`src/rtl/psm_pkg.sv`:
```
// Shared types, constants and the slot function of the packed symmetric matrix store.
`default_nettype none

package psm_pkg;

   localparam int INDEX_WIDTH   = 6;
   localparam int OPERAND_WIDTH = 32;
   localparam int DATA_WIDTH    = 32;
   localparam int SIZE_WIDTH    = 7;
   localparam int SLOT_WIDTH    = 11;

   localparam logic [SIZE_WIDTH-1:0] SIZE_RESET = 7'd64;

   typedef enum logic [1:0] {
      OP_READ  = 2'd0,
      OP_WRITE = 2'd1,
      OP_SUB   = 2'd2,
      OP_SWAP  = 2'd3
   } op_type;

   // Strobes from the controller to the datapath
   typedef struct packed {
      logic clear;     // write zero at the clearing pointer and advance it
      logic load;      // take a new word from the request channel
      logic rd_pair;   // read the entry of (a,b)
      logic wr_value;  // write the operand to the entry of (a,b)
      logic wr_diff;   // write read data minus operand to the entry of (a,b)
      logic cap_read;  // capture read data as the result
      logic sw_even;   // swap phase: read row a, write back row a of the previous k
      logic sw_odd;    // swap phase: read row b, write back row b of the previous k
      logic sw_read;   // issue the swap reads and advance k
      logic finish;    // load the response register
   } psm_cmd_type;

   // Status from the datapath to the controller
   typedef struct packed {
      logic   clr_done;
      logic   bad;
      logic   same;
      op_type op;
      logic   last_k;
      logic   out_free;
   } psm_stat_type;

   // Packed position of the pair (x,y): hi*(hi-1)/2 + lo
   function automatic logic [SLOT_WIDTH-1:0] slot_of(
      input logic [INDEX_WIDTH-1:0] x,
      input logic [INDEX_WIDTH-1:0] y
   );
      logic [INDEX_WIDTH-1:0] lo;
      logic [INDEX_WIDTH-1:0] hi;
      logic [SLOT_WIDTH:0]    prod;
      lo   = (x < y) ? x : y;
      hi   = (x < y) ? y : x;
      prod = (SLOT_WIDTH + 1)'(hi) * ((SLOT_WIDTH + 1)'(hi) - (SLOT_WIDTH + 1)'(1));
      return SLOT_WIDTH'(prod >> 1) + SLOT_WIDTH'(lo);
   endfunction

endpackage

`default_nettype wire

```
`src/rtl/psm_ctrl.sv`:
```
// Controller state machine: sequences clear, read, write, subtract and swap.
`default_nettype none

module psm_ctrl
   import psm_pkg::*;
(
   input  wire logic         clock,
   input  wire logic         reset,
   input  wire logic         req_valid,
   output logic              req_ready,
   input  wire psm_stat_type stat,
   output psm_cmd_type       cmd
);

   typedef enum logic [9:0] {
      ST_CLEAR  = 10'b00_0000_0001,
      ST_IDLE   = 10'b00_0000_0010,
      ST_DECODE = 10'b00_0000_0100,
      ST_RD     = 10'b00_0000_1000,
      ST_SUB    = 10'b00_0001_0000,
      ST_SW_EV  = 10'b00_0010_0000,
      ST_SW_OD  = 10'b00_0100_0000,
      ST_DR_EV  = 10'b00_1000_0000,
      ST_DR_OD  = 10'b01_0000_0000,
      ST_FINISH = 10'b10_0000_0000
   } state_type;

   state_type state_ff;
   state_type state_in;

   assign req_ready = (state_ff == ST_IDLE);

   // Decode state into datapath strobes and pick the next state
   always_comb begin
      cmd      = '0;
      state_in = state_ff;
      case (state_ff)
         ST_CLEAR: begin
            cmd.clear = 1'b1;
            if (stat.clr_done) begin
               state_in = ST_IDLE;
            end
         end
         ST_IDLE: begin
            cmd.load = req_valid;
            if (req_valid) begin
               state_in = ST_DECODE;
            end
         end
         ST_DECODE: begin
            if (stat.bad) begin
               state_in = ST_FINISH;
            end else begin
               case (stat.op)
                  OP_READ: begin
                     if (stat.same) begin
                        state_in = ST_FINISH;
                     end else begin
                        cmd.rd_pair = 1'b1;
                        state_in    = ST_RD;
                     end
                  end
                  OP_WRITE: begin
                     cmd.wr_value = 1'b1;
                     state_in     = ST_FINISH;
                  end
                  OP_SUB: begin
                     cmd.rd_pair = 1'b1;
                     state_in    = ST_SUB;
                  end
                  OP_SWAP: begin
                     state_in = ST_SW_EV;
                  end
                  default: begin
                     state_in = ST_FINISH;
                  end
               endcase
            end
         end
         ST_RD: begin
            cmd.cap_read = 1'b1;
            state_in     = ST_FINISH;
         end
         ST_SUB: begin
            cmd.wr_diff = 1'b1;
            state_in    = ST_FINISH;
         end
         ST_SW_EV: begin
            cmd.sw_even = 1'b1;
            cmd.sw_read = 1'b1;
            state_in    = ST_SW_OD;
         end
         ST_SW_OD: begin
            cmd.sw_odd  = 1'b1;
            cmd.sw_read = 1'b1;
            state_in    = stat.last_k ? ST_DR_EV : ST_SW_EV;
         end
         // Drain the write-back of the last pair
         ST_DR_EV: begin
            cmd.sw_even = 1'b1;
            state_in    = ST_DR_OD;
         end
         ST_DR_OD: begin
            cmd.sw_odd = 1'b1;
            state_in   = ST_FINISH;
         end
         ST_FINISH: begin
            cmd.finish = stat.out_free;
            if (stat.out_free) begin
               state_in = ST_IDLE;
            end
         end
         default: begin
            state_in = ST_CLEAR;
         end
      endcase
   end

   always_ff @(posedge clock) begin
      if (reset) begin
         state_ff <= ST_CLEAR;
      end else begin
         state_ff <= state_in;
      end
   end

endmodule

`default_nettype wire

```
`config.mk`:
```
export PLATFORM = sky130hd
export DESIGN_NAME = psm_ctrl
export DESIGN_NICKNAME = d
export VERILOG_FILES = /design/src/rtl/psm_pkg.sv /design/src/rtl/psm_ctrl.sv
export SDC_FILE = /design/constraint.sdc
export NUM_CORES = 1
export LEC_CHECK = 0
export ABC_AREA = 1
export BUFFER_PORTS_ARGS = -buffer_cell sky130_fd_sc_hd__clkbuf_2
export CAP_MARGIN = 20
export CELL_PAD_IN_SITES_DETAIL_PLACEMENT = 1
export CELL_PAD_IN_SITES_GLOBAL_PLACEMENT = 2
export CORE_MARGIN = 2
export CORE_UTILIZATION = 25
export DETAILED_ROUTE_END_ITERATION = 6
export PLACE_DENSITY_LB_ADDON = 0.1
export SYNTH_ARGS = -nofsm -noshare
export SYNTH_HDL_FRONTEND = slang
export SYNTH_SLANG_ARGS = --single-unit
```
`constraint.sdc`:
```
create_clock -name clock -period 1.5 [get_ports clock]
set_input_delay 0.075 -clock clock [delete_from_list [all_inputs] [get_ports clock]]
set_output_delay 0.075 -clock clock [all_outputs]
set_load 0.02 [all_outputs]
```
==> results of run 1 <==
==> layout make-up <==
class                      instances  area, um^2  area share, %
clock buffer                       4        36.3           3.50
inverter                          24        90.1           8.70
multi-input combinational         80         469           45.3
sequential                        10         206           19.9
tap                               31        38.8           3.74
timing repair buffer              30         195           18.8
==> how the worst max path moves through the flow <==
stage          endpoint  depth (start not counted)         from
2_1_floorplan    cmd[7]                          5  state_ff[4]
3_3_place_gp     cmd[7]                          6  state_ff[7]
3_5_place_dp     cmd[7]                          6  state_ff[7]
4_1_cts          cmd[6]                          6  state_ff[0]
5_1_grt          cmd[3]                          6  state_ff[8]
6_report         cmd[3]                          6  state_ff[9]
==> logic make-up (layout without fill, tap and decap cells) <==
group / count (synthesis) / count (layout) / share of synthesized area (%)
AO/OA/AOI/OAI: 2 / 2 / 1.37
AND/OR/NAND/NOR: 78 / 78 / 58.2
flip-flops: 10 / 10 / 27.5
buffers and inverters: 25 / 58 / 12.9
==> metrics by stage <==
step | cell area, um^2 | std cells | hold slack (ns) | worst slack, ns
floorplan | 728 | 115 | 0.146 | 0.181
global placement | 863 | 165 | 0.265 | 0.158
detailed placement | 863 | 165 | 0.266 | 0.155
CTS | 996 | 177 | 0.0255 | -0.0178
global route | 1040 | 179 | 0.0425 | -0.101
finish | 1040 | 179 | 0.0212 | 0.00318
==> worst reg2reg max path: stages, from the launching register on <==
cell and delay [ns]:
dfxtp_2 0.35, nor2_4 0.16, nand2_4 0.10, nor2_4 0.13, nand4_1 0.13, buf_4 0.16, buf_6 0.10, buf_6 0.10
nor4_2 0.11
==> layer usage <==
layer | vias up | wire, um | share of wire, % | GRT usage (%)
li1 | 421 | - | - | -
met5 | - | 0 | 0 | 0
met4 | 0 | 18 | 0.84 | 1.99
met3 | 4 | 86 | 4.0 | 4.91
met1 | 378 | 1010 | 47 | 17.7
met2 | 13 | 1040 | 48 | 24.5
==> synth_stat cells, types with 2 or more instances <==
| cell | n | share of area [%] |
|---|---|---|
| nand3_1 | 5 | 3.4 |
| inv_1 | 22 | 11 |
| nor2_1 | 16 | 8.2 |
| nand2_1 | 29 | 15 |
| nand3_2 | 2 | 2.7 |
| nor3_1 | 5 | 3.4 |
| dfxtp_1 | 10 | 27 |
| nand4_1 | 4 | 3.4 |
| nor2_2 | 8 | 6.9 |
| inv_2 | 2 | 1.0 |
| nor2_4 | 3 | 4.6 |
==> repair_timing <==
item,4_1_cts,5_1_grt
buffers inserted,7,2
hold buffers,1,0
hold endpoints to repair,1,0
gates resized for setup,11,14
gates cloned,0,0
pin swaps,6,6
setup endpoints to repair,8,12
==> report_power, final <==
| group | switching (mW) | internal [mW] | total [mW] |
|---|---|---|---|
| Clock | 0.107 | 0.147 | 0.254 |
| Sequential | 0.0439 | 0.308 | 0.352 |
| Combinational | 0.429 | 0.237 | 0.665 |
==> out/qor.yml, run 1 <==
dr.pass1.iters: 4
mappedNetlistArea_um2: 728
cpMaxStageDelayCell: "dfxtp_2"
finalSetupViolations: 0
hold_viol: 0
hold_class: "input port to register"
die_w_um: 58.0
yosys_warnings: 0
synth_cells: 115
drive_above_1_share_pct: 43.2
num_rows: 19
grt_max_degree: 9
layout_common_cells: "nand2_1 (26), inv_1 (22), nor2_1 (15)"
rr_startpoint: "state_ff[0]"
regToRegSetupSlack_ns: 0.06
synth_seq_cells: 10
cp_max_fo: 3
cp-end-kind: "primary output"
vias: 816
synth_async_sr_flop_share_pct: 0
fin_util_pct: 37.6
largest_register_ffs: 10
fp.coreArea_um2: 2760
dp_hpwl_um: 1720
tritoncts: "done"
crit_top_cell: "nand2_1"
clock-sinks: 10
powerDensity_nw_per_um2: 1230
place_congestion: 0.729
ios: 21
viasPerCell: 4.56
cp.arrival_ns: 1.42
p_leak_nw: 0.582
top_regs: "state_ff x10"
cp.buffers_inverters: 1
rsz0062_at_grt: "true"
drc: 0
cts_buffer_depth: 2
start_util_pct: 26.4
drv_slew: 0
crit_chain: "nor2_4, nand2_1, nor2_2, nand3_1, nand2_1, clkbuf_4"
reg2reg_to: "state_ff[3]"
die-area_um2: 3360
ff2ff_path_depth: 8
grt_remaining_overflow: 0
maxCapViolations: 0
slew_headroom_pct: 77.4
regMostFlops: "state_ff"
crit_family: "simple AND/OR/NAND/NOR gates"
track_usage_pct: 14.3
synth_ff_type: "dfxtp_1"
startpoint_type: "register"
n_antenna_cell: 0
hold_end: "state_ff[7]"
die_y_um: 58.0
nets: 159
postRouteAntennaNets: 0
first_iter_violations: 12
cts-root-buf: "clkbuf_4"
synth_nets: 125
fin_total_pwr_mw: 1.27
clkSlewWorstSetupHoldPaths_ns: 0.08
finalCritPeriodShare_pct: 99.8
ys_seq_area_share_pct: 27.5
max_freq_mhz: 668
synth-edff-count: 0
numCtsBuffers: 3
hold_depth: 3
grt_pass1_vias: 851
ir_drop_mv: 0.752
cts_max_level: 1
yosysUniqueCellTypes: 20
criticalPathCategory: "register to primary output"
antenna_found_initial: 0
wl_per_cell_um: 12.0
setup_tns_ns: 0
max_stage_delay_ns: 0.34
layout_commonest_cell: "nand2_1"
avgSynthCellArea_um2: 6.33
numPortBuffers: 20
tightest_slew_ns: 0.338
finalWorstPathRequiredPeriod_ns: 1.50
grt_first_pass_wirelength_um: 3640
crit_required_ns: 1.42
clk_latency_ns: 0.27
n_fill_cell: 378
drt_wl_total_um: 2150
area_growth_pct: 42.3
status: "finished clean"
min-delay-start: "stat[1]"
skew_ns: 0.00332
Power figures use the tool's default switching activity.
==> run 2: changes to the inputs <==
==> constraint.sdc (replaced) <==
create_clock -name clock -period 1.5 [get_ports clock]
set_input_delay 0.3 -clock clock [delete_from_list [all_inputs] [get_ports clock]]
set_output_delay 0.3 -clock clock [all_outputs]
set_load 0.02 [all_outputs]
==> run 2 against run 1 <==
Fmax fell by 12%; power barely moved; final cell count rose by 1.7%; core utilization rose by 1.9 points; hold slack improved by 0.18 ns; count of clock-buffer cells in the layout did not move; global-route usage fell by 0.56 points; clock power fell by 2%; sequential share of layout area fell by 0.71 points; the run now ends with negative setup slack left; highest routed layer unchanged.
==> out/qor.yml, run 2 (synthesis gave the netlist of run 1 again) <==
area_growth_pct: 49.3
p_leak_nw: 0.602  # +3.5%
clkSlewWorstSetupHoldPaths_ns: 0.08  # about the same
fin_total_pwr_mw: 1.27  # about the same
criticalPathCategory: "register to primary output"
regToRegSetupSlack_ns: 0.02  # -0.04 ns
cts-root-buf: "clkbuf_4"
hold_class: "input port to register"
dp_slack_ns: -0.0140  # -0.169 ns
clk_latency_ns: 0.27  # about the same
drc: 0  # unchanged
nets: 162  # +1.9%
ff2ff_path_depth: 11  # +3
tritoncts: "done"
finalWorstPathRequiredPeriod_ns: 1.71  # +0.210 ns
numPortBuffers: 20  # unchanged
place_inst: 172  # +4.2%
start_util_pct: 26.4  # unchanged
numCtsBuffers: 3  # unchanged
layout_commonest_cell: "nand2_1"
top_regs: "state_ff x10"
viasPerCell: 4.42  # -3.0%
hold_viol: 0  # unchanged
min-delay-start: "stat[4]"
first_iter_violations: 7  # -5
drv_slew: 0  # unchanged
die-area_um2: 3360  # unchanged
cts_buffer_depth: 2  # unchanged
setup_tns_ns: -1.72  # -1.72 ns
dr.pass1.iters: 4  # unchanged
hold_slack_ns: 0.202  # +0.180 ns
powerDensity_nw_per_um2: 1170  # -4.6%
hold_end: "state_ff[3]"
drt_wl_total_um: 2060  # -4.3%
n_fill_cell: 361  # -4.5%
reg2reg_to: "state_ff[0]"
violations: "negative setup slack"
max_freq_mhz: 586  # -12%
crit_required_ns: 1.20  # -0.22 ns
finalWorstSetupSlack_ns: -0.207  # -0.210 ns
cts_max_level: 1  # unchanged
drive_above_1_share_pct: 47.7  # +4.4 points
largest_register_ffs: 10  # unchanged
grt_pass1_vias: 824  # -3.2%
n_antenna_cell: 0  # unchanged
maxCapViolations: 0  # unchanged
finalCritPeriodShare_pct: 114  # +14 points
place_congestion: 0.758  # +4.0%
postPlaceCellArea_um2: 921  # +6.7%
skew_ns: 0.00603  # +0.00270 ns
grt_max_degree: 9  # unchanged
tightest_slew_ns: 0.243  # -0.0951 ns
crit_family: "simple AND/OR/NAND/NOR gates"
final_cell_area_um2: 1090  # +5.0%
fin_util_pct: 39.4  # +1.9 points
rsz0062_at_grt: "true"
ios: 21  # unchanged
track_usage_pct: 13.7  # -0.56 points
cp.buffers_inverters: 2  # +1
finalSetupViolations: 11  # +11
ir_drop_mv: 0.880  # +17%
postRouteAntennaNets: 0  # unchanged
grt_remaining_overflow: 0  # unchanged
hold_depth: 2  # -1
regMostFlops: "state_ff"
wl_per_cell_um: 11.3  # -5.9%
vias: 805  # -1.3%
max_stage_delay_ns: 0.34  # about the same
startpoint_type: "register"
grt_first_pass_wirelength_um: 3540  # -2.7%
cp_max_fo: 3  # unchanged
final_cell_count_no_fill: 182  # +1.7%
layout_common_cells: "nand2_1 (25), inv_1 (22), nor2_1 (15), buf_4 (15), clkbuf_2 (10)"
clock-sinks: 10  # unchanged
antenna_found_initial: 0  # unchanged
num_rows: 19  # unchanged
cpMaxStageDelayCell: "dfxtp_2"
die_y_um: 58.0  # unchanged
rr_startpoint: "state_ff[6]"
crit_chain: "nor2_4, buf_4, nand2_1, nor2_2, nand3_2, nand2_2, clkbuf_8"
slew_headroom_pct: 83.7  # +6.4 points
cp-end-kind: "primary output"
die_w_um: 58.0  # unchanged
dp_hpwl_um: 1720  # +0.12%
cp.arrival_ns: 1.41  # about the same
fp.coreArea_um2: 2760  # unchanged
status: "complete, but fails checks"
## run 2: timing repair
action | 4_1_cts | 5_1_grt
resized for setup | 27 | 7
setup buffers | 3 | 3
hold buffers | 0 | 0
endpoints found under the hold margin | 0 | 0
pin swaps | 5 | 6
cloned | 0 | 0
setup endpoints to repair | 11 | 11
## run 2: cell type report
class	instances	area, um^2	area share [%]
Multi-Input combinational cell	80	477	43.8
Clock buffer	4	36.3	3.34
Tap cell	31	38.8	3.57
Inverter	24	90.1	8.29
Sequential cell	10	209	19.2
Timing Repair Buffer	33	236	21.7
## run 2: worst max path at each step
stage	start	endpoint	cells past startpoint
after floorplan	state_ff[4]	cmd[6]	5
after global placement	state_ff[7]	cmd[6]	6
after detailed placement	state_ff[7]	cmd[7]	6
after CTS	state_ff[7]	cmd[7]	6
after global routing	state_ff[6]	cmd[6]	6
final	state_ff[6]	cmd[3]	7
## run 2: where the power goes
part           switching, mW  leakage, nW  total [mW]  internal, mW
Combinational          0.417        0.497       0.682         0.265
Clock                  0.101       0.0210       0.249         0.147
Sequential            0.0375       0.0845       0.343         0.305
Total                  0.556        0.602        1.27         0.717
## run 2: routing by layer
metal  GRT usage (%)  vias up  wire [um]
li1                -      423          -
met1            16.9      372        981
met2            24.2        8       1020
met3            4.02        2         45
met4            1.99        0         12
met5               0        -          0
## run 2: worst register-to-register path, stage by stage, from the launching register on
cell	delay, ns
dfxtp_2	0.34
nor2_4	0.15
buf_4	0.13
nand2_1	0.05
nor2_2	0.14
nand2_2	0.08
buf_4	0.14
buf_4	0.12
nand2_1	0.05
nor2_1	0.04
nand3_1	0.07
nand2_1	0.06
==> run 3: changes to the inputs <==
--- a/config.mk
+++ b/config.mk
@@ -8,12 +8,9 @@
 export ABC_AREA = 1
 export BUFFER_PORTS_ARGS = -buffer_cell sky130_fd_sc_hd__clkbuf_2
 export CAP_MARGIN = 20
-export CELL_PAD_IN_SITES_DETAIL_PLACEMENT = 1
-export CELL_PAD_IN_SITES_GLOBAL_PLACEMENT = 2
 export CORE_MARGIN = 2
-export CORE_UTILIZATION = 25
+export CORE_UTILIZATION = 40
 export DETAILED_ROUTE_END_ITERATION = 6
-export PLACE_DENSITY_LB_ADDON = 0.1
 export SYNTH_ARGS = -nofsm -noshare
 export SYNTH_HDL_FRONTEND = slang
 export SYNTH_SLANG_ARGS = --single-unit
==> run 3 against run 2 <==
The flow still finishes with violations (negative setup slack); hold slack gained 0.027 ns; sequential power is essentially flat; power grew 7.5%.
==> out/qor.yml, run 3 (synthesis gave the netlist of run 1 again) <==
status: "complete, but fails checks"
violations: "negative setup slack"
viasPerCell: 4.61  # +4.3%
dp_slack_ns: 0.0333  # +0.0473 ns
drv_slew: 0  # unchanged
grt_max_degree: 9  # unchanged
cp_max_fo: 4  # +1
cp.arrival_ns: 1.38  # -0.03 ns
first_iter_violations: 9  # +2
powerDensity_nw_per_um2: 1230  # +5.0%
fin_util_pct: 64.5  # +25 points
cts_max_level: 1  # unchanged
top_regs: "state_ff x10"
grt_first_pass_wirelength_um: 2820  # -20%
nets: 162  # unchanged
regMostFlops: "state_ff"
hold_slack_ns: 0.229  # +0.0272 ns
layout_common_cells: "nand2_1 (24), inv_1 (21), nor2_1 (14)"
hold_class: "input port to register"
drc: 0  # unchanged
setup_tns_ns: -1.66  # +0.0550 ns
dp_hpwl_um: 1390  # -19%
maxCapViolations: 0  # unchanged
layout_commonest_cell: "nand2_1"
rsz0062_at_grt: "true"
drive_above_1_share_pct: 48.3  # +0.66 points
cts-root-buf: "clkbuf_4"
n_fill_cell: 159  # -56%
finalCritPeriodShare_pct: 112  # -1.9 points
grt_remaining_overflow: 0  # unchanged
grt_pass1_vias: 697  # -15%
num_rows: 15  # -4
crit_required_ns: 1.20  # about the same
cp-end-kind: "primary output"
dr.pass1.iters: 5  # +1
clk_latency_ns: 0.27  # about the same
place_congestion: 0.787  # +3.9%
largest_register_ffs: 10  # unchanged
postRouteAntennaNets: 0  # unchanged
ios: 21  # unchanged
postPlaceCellArea_um2: 883  # -4.1%
skew_ns: 0.00220  # -0.00383 ns
wl_per_cell_um: 10.3  # -8.4%
track_usage_pct: 18.8  # +5.1 points
antenna_found_initial: 0  # unchanged
final_cell_area_um2: 1110  # +2.4%
finalWorstSetupSlack_ns: -0.178  # +0.0285 ns
die_w_um: 46.7  # -20%
die-area_um2: 2180  # -35%
place_inst: 162  # -5.8%
cts_buffer_depth: 2  # unchanged
startpoint_type: "register"
numPortBuffers: 20  # unchanged
finalWorstPathRequiredPeriod_ns: 1.68  # -0.0285 ns
start_util_pct: 42.2  # +16 points
finalSetupViolations: 12  # +1
max_freq_mhz: 596  # +1.7%
p_leak_nw: 0.608  # +0.86%
slew_headroom_pct: 84.1  # +0.35 points
fp.coreArea_um2: 1730  # -37%
clock-sinks: 10  # unchanged
n_antenna_cell: 0  # unchanged
numCtsBuffers: 3  # unchanged
fin_total_pwr_mw: 1.37  # +7.5%
criticalPathCategory: "register to primary output"
vias: 812  # +0.87%
ir_drop_mv: 0.625  # -29%
area_growth_pct: 52.9
hold_viol: 0  # unchanged
die_y_um: 46.7  # -20%
drt_wl_total_um: 1820  # -11%
tightest_slew_ns: 0.239  # -0.00437 ns
final_cell_count_no_fill: 176  # -3.3%
clkSlewWorstSetupHoldPaths_ns: 0.06  # -0.02 ns
tritoncts: "done"
run 3: cell types whose count changed in the layout (fill, tap and decap cells not counted), moves of 2 or more:
| cell | change |
|---|---|
| buf_4 | -4 |
| buf_6 | +3 |
| dfxtp_1 | +2 |
| dfxtp_2 | -2 |
run 3: path summary, 6_finish.rpt:
| path | from | end | slack, ns | depth (start not counted) |
|---|---|---|---|---|
| worst max-delay path | state_ff[1] | cmd[6] | -0.18 | 6 |
| worst min-delay path | stat[4] | state_ff[3] | 0.23 | 2 |
| worst max register to register | state_ff[1] | state_ff[3] | -0.09 | 10 |
| worst min register to register | state_ff[1] | state_ff[1] | 0.50 | 2 |
run 3: where the power goes:
| part | internal, mW | switching (mW) | leakage, nW | total (mW) |
|---|---|---|---|---|
| combinational | 0.342 | 0.434 | 0.503 | 0.776 |
| clock | 0.148 | 0.100 | 0.0210 | 0.248 |
| sequential | 0.305 | 0.0397 | 0.0835 | 0.345 |
| total | 0.795 | 0.573 | 0.608 | 1.37 |
run 3: area by class of cell:
type                       instances  area (um^2)  share of cell area (%)
multi-input combinational         80          495                    44.5
inverter                          24         90.1                    8.09
tap                               25         31.3                    2.81
timing repair buffer              33          254                    22.8
sequential                        10          206                    18.5
clock buffer                       4         36.3                    3.26
run 3: what timing repair did:
action                                  CTS  global route
endpoints found under the setup margin   11            12
hold buffers                              0             0
buffers inserted                          7             3
hold endpoints to repair                  0             0
pin swaps                                10             4
gates resized for setup                  27            13
cloned                                    0             0
run 3: critical path: stages, from the launching register on:
cell and delay, ns:
dfxtp_2 0.34, nor2_4 0.15, nand2_4 0.09, nor2_4 0.14, nand4_1 0.11, nor2_1 0.12, buf_4 0.15
run 3: routing by layer:
metal	vias up	wire length, um	GRT usage (%)
met5	-	0	0
met4	0	37	8.33
met3	5	90	2.35
met2	26	903	32.8
met1	352	790	22.8
li1	429	-	-
